<file path="src/bap_pkg.sv">
package bap_pkg;

   typedef enum logic [2:0] {
      ACT_MAINTAIN    = 3'd0,
      ACT_EMERGENCY   = 3'd1,
      ACT_DEC_BITRATE = 3'd2,
      ACT_INC_BITRATE = 3'd3,
      ACT_DEC_RES     = 3'd4,
      ACT_INC_RES     = 3'd5
   } action_type;

   typedef enum logic [1:0] {
      CSR_COOLDOWN     = 2'd0,
      CSR_MIN_THROTTLE = 2'd1,
      CSR_MAX_BITRATE  = 2'd2
   } csr_index_type;

   localparam int TS_W    = 32;
   localparam int RATE_W  = 20;
   localparam int DIM_W   = 13;
   localparam int FPS_W   = 8;
   localparam int CPLX_W  = 9;
   localparam int MS_W    = 16;
   localparam int LOSS_W  = 16;
   localparam int ACT_W   = 3;
   localparam int CSR_IDX_W  = 2;
   localparam int CSR_DATA_W = 20;

   localparam logic [MS_W-1:0]   COOLDOWN_RST     = 16'd2000;
   localparam logic [RATE_W-1:0] MIN_THROTTLE_RST = 20'd500;
   localparam logic [RATE_W-1:0] MAX_BITRATE_RST  = 20'd30000;

   localparam logic [LOSS_W-1:0] LOSS_EMERG   = 16'd9830;
   localparam logic [MS_W-1:0]   RTT_EMERG    = 16'd250;
   localparam logic [LOSS_W-1:0] LOSS_DEC     = 16'd1310;
   localparam logic [LOSS_W-1:0] PLOSS_GOOD   = 16'd328;
   localparam logic [MS_W-1:0]   PRTT_GOOD    = 16'd50;
   localparam logic [LOSS_W-1:0] MLOSS_GOOD   = 16'd66;

   localparam logic [RATE_W-1:0] RATE_LOW     = 20'd2500;
   localparam logic [RATE_W-1:0] RATE_HD      = 20'd6000;
   localparam logic [RATE_W-1:0] RATE_UHD     = 20'd12000;

   localparam logic [DIM_W-1:0]  SD_WIDTH     = 13'd854;
   localparam logic [DIM_W-1:0]  SD_HEIGHT    = 13'd480;
   localparam logic [FPS_W-1:0]  SD_FPS       = 8'd30;
   localparam logic [DIM_W-1:0]  HD_WIDTH     = 13'd1920;
   localparam logic [DIM_W-1:0]  HD_HEIGHT    = 13'd1080;
   localparam logic [FPS_W-1:0]  HD_FPS       = 8'd60;
   localparam logic [DIM_W-1:0]  UHD_WIDTH    = 13'd3840;
   localparam logic [DIM_W-1:0]  UHD_HEIGHT   = 13'd2160;

   // floor(x/5) = (x * DIV5_MULT) >> DIV5_SHIFT, exact for x < 2^22
   localparam int DIV5_SHIFT = 25;
   localparam logic [22:0] DIV5_MULT = 23'd6710887;

endpackage

</file>
<file path="src/bitrate_adaptation_policy_unit.sv">
// channel   | valid     | ready     | payload
// request   | req_valid | req_ready | req_now_ms .. req_predicted_rtt_ms
// response  | rsp_valid | rsp_ready | rsp_action .. rsp_target_fps
// csr write | csr_valid | csr_ready | csr_index, csr_wdata
//
// One request per cycle sustained while responses are taken; an accepted request goes into the
// input register, then through decision logic into the response register.
// The only loop is the last-action timestamp, updated at the same edge as the response.
// Synchronous active-high reset clears valids, CSRs to defaults, last action time to 0.
// A stalled response holds the input register; requests are taken while it has room.
// csr_ready is always high.
module bitrate_adaptation_policy_unit (
   input  logic                              clock,
   input  logic                              reset,
   input  logic                              req_valid,
   output logic                              req_ready,
   input  logic [bap_pkg::TS_W-1:0]          req_now_ms,
   input  logic [bap_pkg::RATE_W-1:0]        req_cur_bitrate_kbps,
   input  logic [bap_pkg::DIM_W-1:0]         req_cur_width,
   input  logic [bap_pkg::DIM_W-1:0]         req_cur_height,
   input  logic [bap_pkg::FPS_W-1:0]         req_cur_fps,
   input  logic [bap_pkg::CPLX_W-1:0]        req_scene_complexity,
   input  logic [bap_pkg::MS_W-1:0]          req_measured_rtt_ms,
   input  logic [bap_pkg::LOSS_W-1:0]        req_measured_loss,
   input  logic [bap_pkg::LOSS_W-1:0]        req_predicted_loss,
   input  logic [bap_pkg::MS_W-1:0]          req_predicted_rtt_ms,
   output logic                              rsp_valid,
   input  logic                              rsp_ready,
   output logic [bap_pkg::ACT_W-1:0]         rsp_action,
   output logic [bap_pkg::RATE_W-1:0]        rsp_target_bitrate_kbps,
   output logic [bap_pkg::DIM_W-1:0]         rsp_target_width,
   output logic [bap_pkg::DIM_W-1:0]         rsp_target_height,
   output logic [bap_pkg::FPS_W-1:0]         rsp_target_fps,
   input  logic                              csr_valid,
   output logic                              csr_ready,
   input  logic [bap_pkg::CSR_IDX_W-1:0]     csr_index,
   input  logic [bap_pkg::CSR_DATA_W-1:0]    csr_wdata
);
   import bap_pkg::*;

   logic                in_valid_ff;
   logic [TS_W-1:0]     now_ff;
   logic [RATE_W-1:0]   cur_ff;
   logic [DIM_W-1:0]    width_ff;
   logic [DIM_W-1:0]    height_ff;
   logic [FPS_W-1:0]    fps_ff;
   logic [CPLX_W-1:0]   cplx_ff;
   logic [MS_W-1:0]     mrtt_ff;
   logic [LOSS_W-1:0]   mloss_ff;
   logic [LOSS_W-1:0]   ploss_ff;
   logic [MS_W-1:0]     prtt_ff;

   logic [MS_W-1:0]     cooldown_ff;
   logic [RATE_W-1:0]   min_throttle_ff;
   logic [RATE_W-1:0]   max_bitrate_ff;
   logic [TS_W-1:0]     last_action_ff;

   logic                rsp_valid_ff;
   action_type          rsp_action_ff;
   logic [RATE_W-1:0]   rsp_rate_ff;
   logic [DIM_W-1:0]    rsp_width_ff;
   logic [DIM_W-1:0]    rsp_height_ff;
   logic [FPS_W-1:0]    rsp_fps_ff;

   logic                advance;
   logic                take_req;

   action_type          action_in;
   logic [RATE_W-1:0]   rate_in;
   logic [DIM_W-1:0]    width_in;
   logic [DIM_W-1:0]    height_in;
   logic [FPS_W-1:0]    fps_in;
   logic                stamp_in;

   logic                emerg;
   logic                cool_hold;
   logic                dec_cond;
   logic                good_cond;
   logic [TS_W-1:0]     elapsed;
   logic [RATE_W-1:0]   half_rate;
   logic [RATE_W-1:0]   throttle_rate;
   logic [44:0]         dec_prod;
   logic [RATE_W-1:0]   dec_rate;
   logic [29:0]         ideal_prod;
   logic [RATE_W:0]     ideal_rate;
   logic [RATE_W-1:0]   inc_rate;
   logic [18:0]         prtt_x5;
   logic [18:0]         mrtt_x6;
   logic [RATE_W-1:0]   bit_rate;
   action_type          bit_action;

   assign advance   = in_valid_ff && (!rsp_valid_ff || rsp_ready);
   assign req_ready = !in_valid_ff || advance;
   assign take_req  = req_valid && req_ready;
   assign csr_ready = 1'b1;

   assign elapsed    = now_ff - last_action_ff;
   assign emerg      = (ploss_ff > LOSS_EMERG) || (prtt_ff > RTT_EMERG);
   assign cool_hold  = elapsed < {{(TS_W-MS_W){1'b0}}, cooldown_ff};
   assign prtt_x5    = {1'b0, prtt_ff, 2'b00} + {3'b000, prtt_ff};
   assign mrtt_x6    = {1'b0, mrtt_ff, 2'b00} + {2'b00, mrtt_ff, 1'b0};
   assign dec_cond   = (ploss_ff > LOSS_DEC) || (prtt_x5 > mrtt_x6);
   assign good_cond  = (ploss_ff < PLOSS_GOOD) && (prtt_ff < PRTT_GOOD)
                       && (mloss_ff < MLOSS_GOOD);

   assign half_rate     = {1'b0, cur_ff[RATE_W-1:1]};
   assign throttle_rate = (half_rate > min_throttle_ff) ? half_rate : min_throttle_ff;
   assign dec_prod      = {cur_ff, 2'b00} * DIV5_MULT;
   assign dec_rate      = dec_prod[DIV5_SHIFT+RATE_W-1:DIV5_SHIFT];
   assign ideal_prod    = cur_ff * ({1'b0, cplx_ff} + 10'd512);
   assign ideal_rate    = ideal_prod[29:9];
   assign inc_rate      = (ideal_rate < {1'b0, max_bitrate_ff}) ? ideal_rate[RATE_W-1:0]
                                                                 : max_bitrate_ff;

   always_comb begin
      bit_action = ACT_MAINTAIN;
      bit_rate   = cur_ff;
      stamp_in   = 1'b0;
      if (dec_cond) begin
         bit_action = ACT_DEC_BITRATE;
         bit_rate   = dec_rate;
         stamp_in   = 1'b1;
      end else if (good_cond && (cur_ff < max_bitrate_ff)) begin
         bit_action = ACT_INC_BITRATE;
         bit_rate   = inc_rate;
         stamp_in   = 1'b1;
      end

      action_in = bit_action;
      rate_in   = bit_rate;
      width_in  = width_ff;
      height_in = height_ff;
      fps_in    = fps_ff;

      if (emerg) begin
         action_in = ACT_EMERGENCY;
         rate_in   = throttle_rate;
         width_in  = SD_WIDTH;
         height_in = SD_HEIGHT;
         fps_in    = SD_FPS;
         stamp_in  = 1'b1;
      end else if (cool_hold) begin
         action_in = ACT_MAINTAIN;
         rate_in   = cur_ff;
         stamp_in  = 1'b0;
      end else if ((bit_rate < RATE_LOW) && (width_ff > SD_WIDTH)) begin
         action_in = ACT_DEC_RES;
         width_in  = SD_WIDTH;
         height_in = SD_HEIGHT;
         fps_in    = SD_FPS;
      end else if ((bit_rate > RATE_UHD) && (width_ff < UHD_WIDTH)
                   && (width_ff >= HD_WIDTH)) begin
         action_in = ACT_INC_RES;
         width_in  = UHD_WIDTH;
         height_in = UHD_HEIGHT;
      end else if ((bit_rate > RATE_HD) && (width_ff < HD_WIDTH)) begin
         action_in = ACT_INC_RES;
         width_in  = HD_WIDTH;
         height_in = HD_HEIGHT;
         fps_in    = HD_FPS;
      end
   end

   always_ff @(posedge clock) begin
      if (reset) begin
         in_valid_ff <= 1'b0;
      end else if (take_req) begin
         in_valid_ff <= 1'b1;
      end else if (advance) begin
         in_valid_ff <= 1'b0;
      end
   end

   always_ff @(posedge clock) begin
      if (take_req) begin
         now_ff    <= req_now_ms;
         cur_ff    <= req_cur_bitrate_kbps;
         width_ff  <= req_cur_width;
         height_ff <= req_cur_height;
         fps_ff    <= req_cur_fps;
         cplx_ff   <= req_scene_complexity;
         mrtt_ff   <= req_measured_rtt_ms;
         mloss_ff  <= req_measured_loss;
         ploss_ff  <= req_predicted_loss;
         prtt_ff   <= req_predicted_rtt_ms;
      end
   end

   always_ff @(posedge clock) begin
      if (reset) begin
         cooldown_ff     <= COOLDOWN_RST;
         min_throttle_ff <= MIN_THROTTLE_RST;
         max_bitrate_ff  <= MAX_BITRATE_RST;
      end else if (csr_valid) begin
         case (csr_index)
            CSR_COOLDOWN:     cooldown_ff     <= csr_wdata[MS_W-1:0];
            CSR_MIN_THROTTLE: min_throttle_ff <= csr_wdata[RATE_W-1:0];
            CSR_MAX_BITRATE:  max_bitrate_ff  <= csr_wdata[RATE_W-1:0];
            default: ;
         endcase
      end
   end

   always_ff @(posedge clock) begin
      if (reset) begin
         last_action_ff <= '0;
      end else if (advance && stamp_in) begin
         last_action_ff <= now_ff;
      end
   end

   always_ff @(posedge clock) begin
      if (reset) begin
         rsp_valid_ff <= 1'b0;
      end else if (advance) begin
         rsp_valid_ff <= 1'b1;
      end else if (rsp_ready) begin
         rsp_valid_ff <= 1'b0;
      end
   end

   always_ff @(posedge clock) begin
      if (advance) begin
         rsp_action_ff <= action_in;
         rsp_rate_ff   <= rate_in;
         rsp_width_ff  <= width_in;
         rsp_height_ff <= height_in;
         rsp_fps_ff    <= fps_in;
      end
   end

   assign rsp_valid               = rsp_valid_ff;
   assign rsp_action              = rsp_action_ff;
   assign rsp_target_bitrate_kbps = rsp_rate_ff;
   assign rsp_target_width        = rsp_width_ff;
   assign rsp_target_height       = rsp_height_ff;
   assign rsp_target_fps          = rsp_fps_ff;

`ifndef SYNTH
   a_rst_empty: assert property (@(posedge clock)
      reset |=> !rsp_valid_ff && !in_valid_ff)
      else $error("pipeline not empty after reset");

   a_stall_only_full: assert property (@(posedge clock) disable iff (reset)
      in_valid_ff && !advance |-> rsp_valid_ff && !rsp_ready)
      else $error("input register stalled with room downstream");

   a_emerg_stamp: assert property (@(posedge clock) disable iff (reset)
      advance && emerg |=> last_action_ff == $past(now_ff))
      else $error("emergency did not record action time");

   a_hold_no_stamp: assert property (@(posedge clock) disable iff (reset)
      advance && !emerg && cool_hold |-> action_in == ACT_MAINTAIN && !stamp_in)
      else $error("action taken during cooldown");

   a_emerg_fmt: assert property (@(posedge clock) disable iff (reset)
      advance && emerg |=> rsp_width_ff == SD_WIDTH && rsp_height_ff == SD_HEIGHT
                           && rsp_fps_ff == SD_FPS && rsp_valid_ff)
      else $error("emergency response format wrong");
`endif

endmodule

</file>
<file path="config.mk">
export PLATFORM = sky130hd
export DESIGN_NAME = bitrate_adaptation_policy_unit
export DESIGN_NICKNAME = d
export VERILOG_FILES = /design/src/bap_pkg.sv /design/src/bitrate_adaptation_policy_unit.sv
export SDC_FILE = /design/constraint.sdc
export NUM_CORES = 1
export LEC_CHECK = 0
export BUFFER_PORTS_ARGS = -buffer_cell sky130_fd_sc_hd__buf_2
export CAP_MARGIN = 40
export CELL_PAD_IN_SITES_DETAIL_PLACEMENT = 0
export CELL_PAD_IN_SITES_GLOBAL_PLACEMENT = 1
export CORE_ASPECT_RATIO = 1.75
export CORE_MARGIN = 2
export CORE_UTILIZATION = 45
export CTS_BUF_LIST = sky130_fd_sc_hd__clkbuf_8
export CTS_CLUSTER_DIAMETER = 100
export DETAILED_ROUTE_END_ITERATION = 10
export GPL_TIMING_DRIVEN = 0
export PLACE_DENSITY = 0.92
export SYNTH_ARGS = -nofsm -noshare
export SYNTH_HDL_FRONTEND = slang
export SYNTH_SLANG_ARGS = --single-unit
export TNS_END_PERCENT = 1
</file>
<file path="constraint.sdc">
create_clock -name clock -period 9.37 [get_ports clock]
set_input_delay 0.4685 -clock clock [delete_from_list [all_inputs] [get_ports clock]]
set_output_delay 0.4685 -clock clock [all_outputs]
set_load 0.02 [all_outputs]
</file>
==> results.md, run 1 <==
- Core area: 66,300 µm²
- Placed instance area: 32,600 µm²
- Die width: 199 µm
- CP startpoint kind: flop
- Syn. warnings: 0
- Area contributors post-synth: edfxtp_1 (21%), fa_1 (18%), ha_1 (17%)
- Final net count: about 4,500
- Crit path largest cell delay: between 500 and 600 ps
- Die ar.: 69,000 µm²
- Slew headroom: 0.312
- Number of global-route vias before repair: 27,000
- Overall routing resource usage: 0.288
- FFs w/ async S/R, synth: 0
- Synth top area share: 0.215
- Pin count of the biggest net entering global routing: between 70 and 80
- Yosys reg bits: 305
- Via/cell ratio: ~5.6
- Post-route clock period utilization: 1.01
- Vias: between 20,000 and 30,000
- TritonCTS clock tree: done
- Critical path type: reg -> reg
- Total gr overflow: 0
- Worst-margin pin slew: approximately 1000 ps
- MaxCap Viol Count: 0
- Slowest cell on crit path: fa_1
- Number of top-level pins: 246
- Core Util, Final: 0.550
- Row cnt: ~130
- Clock Root Buffer: clkbuf_8
- Clock skew: around 52 ps
- Post-Route WL: ~100 mm
- FMAX: about 110 MHz
- P&R area growth vs syn: 21.3%
- Hold Violations, Final: 0
- Post-layout minimum cycle time: roughly 9500 ps
- Unrepaired setup endpoints after global routing: yes
- Wirelength per Cell: about 21 µm
- TritonCTS buffer count: 45
- Commonest non-fill, non-tap cell in the layout: inv_1
- Most used flip-flop cell after synthesis: edfxtp_1
- Final WS setup: -100 ps
- Crit. End Element: flop
- Slew Limit Fails: 0
- Cell count after synthesis: approximately 3,100
- Non-Filler Instances: around 4,600
- First-pass GRT wire length: ~150 mm
- Failing checks: negative setup slack
- Antenna violations before repair: 2
- Sequential area share after synthesis: 0.275
- Data arrival, critical path: 9880 ps
- CTS H-tree depth: 2
- Number of flops mapped to enable cells by yosys: ~220
- R2R Setup Slk: -100 ps
- Ratio of cells with drive above 1 in the final layout: 0.149
- Final Setup Violations: 19
- Final GP Congestion: between 1 and 1.5
- Syn_nets: between 3,000 and 4,000
- Synthesized area per cell: approximately 9.7 µm²
- CTS max path bufs: 3
- Clock latency on the worst-skew pair: 690 ps
- Clock Pin Slew Worst Setup and Hold Paths: 70 ps
- IO Port Bufs: ~240
- Final HPWL DP: around 74 mm
- Synth area leader: edfxtp_1
- Initial drt markers: between 1,500 and 2,000
- Commonest cells after routing, fill and taps aside: inv_1 (500), ha_1 (389), nand2_1 (278)
- Req. time, crit path: 9780 ps
- CP max FO: 10
- Clock tree sinks: 305
- Post-route ant nets: 0
- Initial Util: 0.453
- Dpl ws: -2190 ps
- Status: complete, but fails checks
- Residual DRC: 0
- Final instance area: ~36,000 µm²
- Die Height: 346 µm
- First-pass DRT Iterations: 5
- Worst Hold Class: in -> reg
- Dpl cells: roughly 4,200
- Synthesized area: between 30,000 and 40,000 µm²
- Synth cell types: between 90 and 100
- Cell mode on critical path: fa_1
stage by stage:
step | hold WS (ps) | setup TNS, ps
4_1_cts | 21.3 | -13.0
6_report | 84.1 | -1180
3_3_place_gp | 442 | -87980
3_5_place_dp | 450 | -86320
2_1_floorplan | 436 | 0
5_1_grt | 62.4 | -11180
path summary, 6_finish.rpt:
| path | start | to | cells past startpoint |
|---|---|---|---|
| setup reg to reg | cur_ff[8] | rsp_target_height[6] | 37 |
| hold reg to reg | max_bitrate_ff[1] | max_bitrate_ff[1] | 2 |
| hold / removal | csr_wdata[2] | min_throttle_ff[2] | 2 |
| setup / recovery | cur_ff[8] | rsp_target_height[6] | 37 |
worst max-delay path, delay by kind of cell (launching register included):
kind	cells	cell delay (ps)
buffers and inverters	9	1240
XOR/XNOR	1	130
AO/OA/AOI/OAI	11	2280
adder cells (fa/ha/maj)	7	3090
flip-flops	1	470
AND/OR/NAND/NOR	9	2010
layer usage:
layer  global-route usage  wire, µm  up-vias
li1                     -         -    11700
met1                0.291     33200    12400
met3               0.0406      4920      386
met2                0.526     50400      901
met5                    0         7        -
met4                0.219      9160        2
cells by family after synthesis:
family / after synthesis / synth area share
muxes: 56 / 0.0193
xor gates and xnor gates: 81 / 0.0236
DFF: 305 / 0.275
adders and majority gates: 670 / 0.346
buffers and inverters: 602 / 0.0769
and+or+nand+nor: 795 / 0.130
AOI/OAI and AO/OA: 596 / 0.129
other: 1 / 0.000125
state kept, by name (all words and copies together), names as in the netlist, 9 cells and up:
register,cells
last_action_ff,32
now_ff,32
cur_ff,20
max_bitrate_ff,20
min_throttle_ff,20
rsp_target_bitrate_kbps,20
cooldown_ff,16
mrtt_ff,16
ploss_ff,16
prtt_ff,16
mloss_ff,15
height_ff,13
rsp_target_height,13
rsp_target_width,13
width_ff,13
cplx_ff,9
what timing repair did:
item | in CTS | in global routing
endpoints found under the setup margin | 57 | 37
buffers inserted | 44 | 19
resized for setup | 113 | 96
hold endpoints to repair | 158 | 0
gates cloned | 1 | 2
pin swaps | 29 | 43
hold buffers | 158 | 0
cells in the mapped netlist (all sizes together), types with 9 or more instances:
library cell / number
a211oi: 21
a211o: 30
nand3b: 9
ha: 399
or3: 10
o21bai: 28
and3b: 15
nor3b: 9
xnor2: 60
a31oi: 11
nand4: 44
o21ai: 108
nand2b: 22
nor3: 38
and2: 99
nand3: 42
o211ai: 26
edfxtp: 215
o21a: 18
xor2: 21
dfxtp: 90
a21oi: 213
mux2i: 52
nor4: 13
buf: 20
a21o: 34
inv: 496
o31ai: 12
nor2b: 14
clkbuf: 85
nor2: 162
fa: 271
nand2: 279
final cells by class:
type	instances	area, µm²
Antenna cell	1	2.50
Tap cell	889	1110
Clock inverter	37	439
Fill cell	5918	29800
Clock buffer	45	619
Sequential cell	305	8260
Inverter	497	1870
Multi-Input combinational cell	2199	20100
Buffer	103	597
Timing Repair Buffer	474	3480
Power of run 1 is left out: the tool's default activity adds up to more than one toggle a clock period on the data nets, which glitch-free logic cannot reach.
==> run 2, diff against run 1 <==
--- a/config.mk
+++ b/config.mk
@@ -9,7 +9,7 @@
 export CAP_MARGIN = 40
 export CELL_PAD_IN_SITES_DETAIL_PLACEMENT = 0
 export CELL_PAD_IN_SITES_GLOBAL_PLACEMENT = 1
-export CORE_ASPECT_RATIO = 1.75
+export CORE_ASPECT_RATIO = 0.6
 export CORE_MARGIN = 2
 export CORE_UTILIZATION = 45
 export CTS_BUF_LIST = sky130_fd_sc_hd__clkbuf_8
@@ -20,4 +20,3 @@
 export SYNTH_ARGS = -nofsm -noshare
 export SYNTH_HDL_FRONTEND = slang
 export SYNTH_SLANG_ARGS = --single-unit
-export TNS_END_PERCENT = 1
==> results.md, run 2 (same netlist as run 1, synthesis figures left out) <==
- First-pass GRT wire length: approximately 150 mm
- Critical path type: reg -> reg
- Final WS setup: -94.1 ps
- Die width: 338 µm
- Reg2reg start: cur_ff[5]
- Hold path depth: 3
- Clock Root Buffer: clkbuf_8
- Failing checks: negative setup slack
- Overall routing resource usage: 0.284
- Antenna violations before repair: 4
- MaxCap Viol Count: 0
- Hold_sp: csr_wdata[19]
- Post-route ant nets: 0
- Die Height: a little over 200 µm
- Final Setup Violations: 24
- P&R area growth vs syn: 24.1%
- Number of global-route vias before repair: 24,700
- TritonCTS buffer count: between 40 and 50
- Commonest cells after routing, fill and taps aside: inv_1 (503), ha_1 (384), nand2_1 (271)
- Slowest cell on crit path: fa_1
- Post-Route WL: 99.7 mm
- Cell mode on critical path: buf_6
- Slew headroom: 0.297
- Met3 global-route usage: 0.110
- Die ar.: around 70,000 µm²
- Crit. End Element: flop
- Initial Util: 0.455
- Number of top-level pins: between 200 and 250
- Final instance area: 37,300 µm²
- Crit path largest cell delay: around 580 ps
- Clock tree sinks: between 300 and 400
- Via/cell ratio: 5.56
- Status: complete, but fails checks
- Clock skew: ~90 ps
- Most Used Layer, Global Route: met1
- First-pass DRT Iterations: 8
- Hold path endpoint: max_bitrate_ff[19]
- Unrepaired setup endpoints after global routing: yes
- Reg-to-Reg End: rsp_target_fps[4]
- Final GP Congestion: approximately 1
- IO Port Bufs: 242
- CP bufs+invs: 15
- Wirelength per Cell: ~22 µm
- Vias: ~26,000
- Fill count: 5,681
- Top delay family on crit path: adder cells
- Commonest non-fill, non-tap cell in the layout: inv_1
- GR Layer Usage met2: 0.384
- Crit. path cell count: 41
- R2R Setup Slk: -90 ps
- Slew Limit Fails: 0
- Data arrival, critical path: 9890 ps
- Pin count of the biggest net entering global routing: 70
- Initial drt markers: about 2,800
- Row cnt: 73
- Worst Hold Class: in -> reg
- CP startpoint kind: flop
- Placed instance area: roughly 33,000 µm²
- CTS max path bufs: 3
- Total gr overflow: 0
- Residual DRC: 0
- CTS H-tree depth: 2
- Ratio of cells with drive above 1 in the final layout: 0.170
- Req. time, crit path: 9800 ps
- Final HPWL DP: 73.9 mm
- Worst r2r path cells: 41
- FMAX: between 100 and 150 MHz
- Final net count: 4,538
- Post-route clock period utilization: 1.01
- Met1 GRT Util: 0.424
- Core area: ~66,000 µm²
- Clock Pin Slew Worst Setup and Hold Paths: ~70 ps
- Biggest regs: last_action_ff: 32 flops, now_ff: 32 flops
- Post-layout minimum cycle time: ~9500 ps
- Hold Violations, Final: 0
- Clock latency on the worst-skew pair: between 700 and 800 ps
- Worst-margin pin slew: between 1000 and 1500 ps
- CP max FO: 10
- TritonCTS clock tree: done
## run 2: cell count changes in the layout (fill, tap and decap cells not counted), sizes merged
cell	change
buf	+53
bufinv	-6
clkinv	+2
clkinvlp	+4
diode	+4
dlygate4sd3	+5
inv	+3
## run 2: metal layers
layer,wire [µm],vias up
met4,2730,4
met2,38800,1371
met3,13100,215
met5,114,-
met1,44900,12300
li1,-,11800
## run 2: how the worst max path moves through the flow
stage          slack (ps)  startpoint                   to
2_1_floorplan         210   cur_ff[3]    rsp_target_fps[2]
3_3_place_gp        -2150   cur_ff[8]    rsp_target_fps[2]
3_5_place_dp        -1890  cur_ff[13]    rsp_target_fps[2]
4_1_cts                10  cur_ff[11]  rsp_target_width[6]
5_1_grt              -330   cur_ff[3]  rsp_target_width[3]
6_report              -90   cur_ff[5]    rsp_target_fps[4]
## run 2: tightest hold or removal path, cell delays in order
cell,delay (ps)
buf_2,120
nand2_1,50
a21oi_1,50
## run 2: cell type report
type                            count  area, µm²  share of cell area
Buffer                            101        679              0.0182
Antenna cell                        5       12.5            0.000335
Sequential cell                   305       8260               0.221
Multi-Input combinational cell   2199      20300               0.545
Inverter                          497       1870              0.0500
Clock buffer                       50        688              0.0184
Timing Repair Buffer              529       4060               0.109
Clock inverter                     40        298             0.00798
Tap cell                          900       1130              0.0302
## run 2: what timing repair did
item | 4_1_cts | 5_1_grt
hold buffers | 163 | 0
pin swaps | 50 | 45
hold endpoints to repair | 165 | 0
endpoints found under the setup margin | 57 | 37
gates cloned | 3 | 1
gates resized for setup | 136 | 172
buffers inserted | 67 | 47
## run 2: through the flow
stage	worst slack (ps)	setup TNS [ps]	instances	utilization	hold WS (ps)
after floorplan	210	0	3106	-	436
after global placement	-2150	-91560	4248	0.490	442
after detailed placement	-1890	-78510	4256	0.493	448
after CTS	12.1	0	4577	0.549	4.50
after global routing	-331	-8920	4624	0.564	16.6
final	-94.1	-1430	4626	0.565	43.1
Power of run 2 is left out for the same reason.
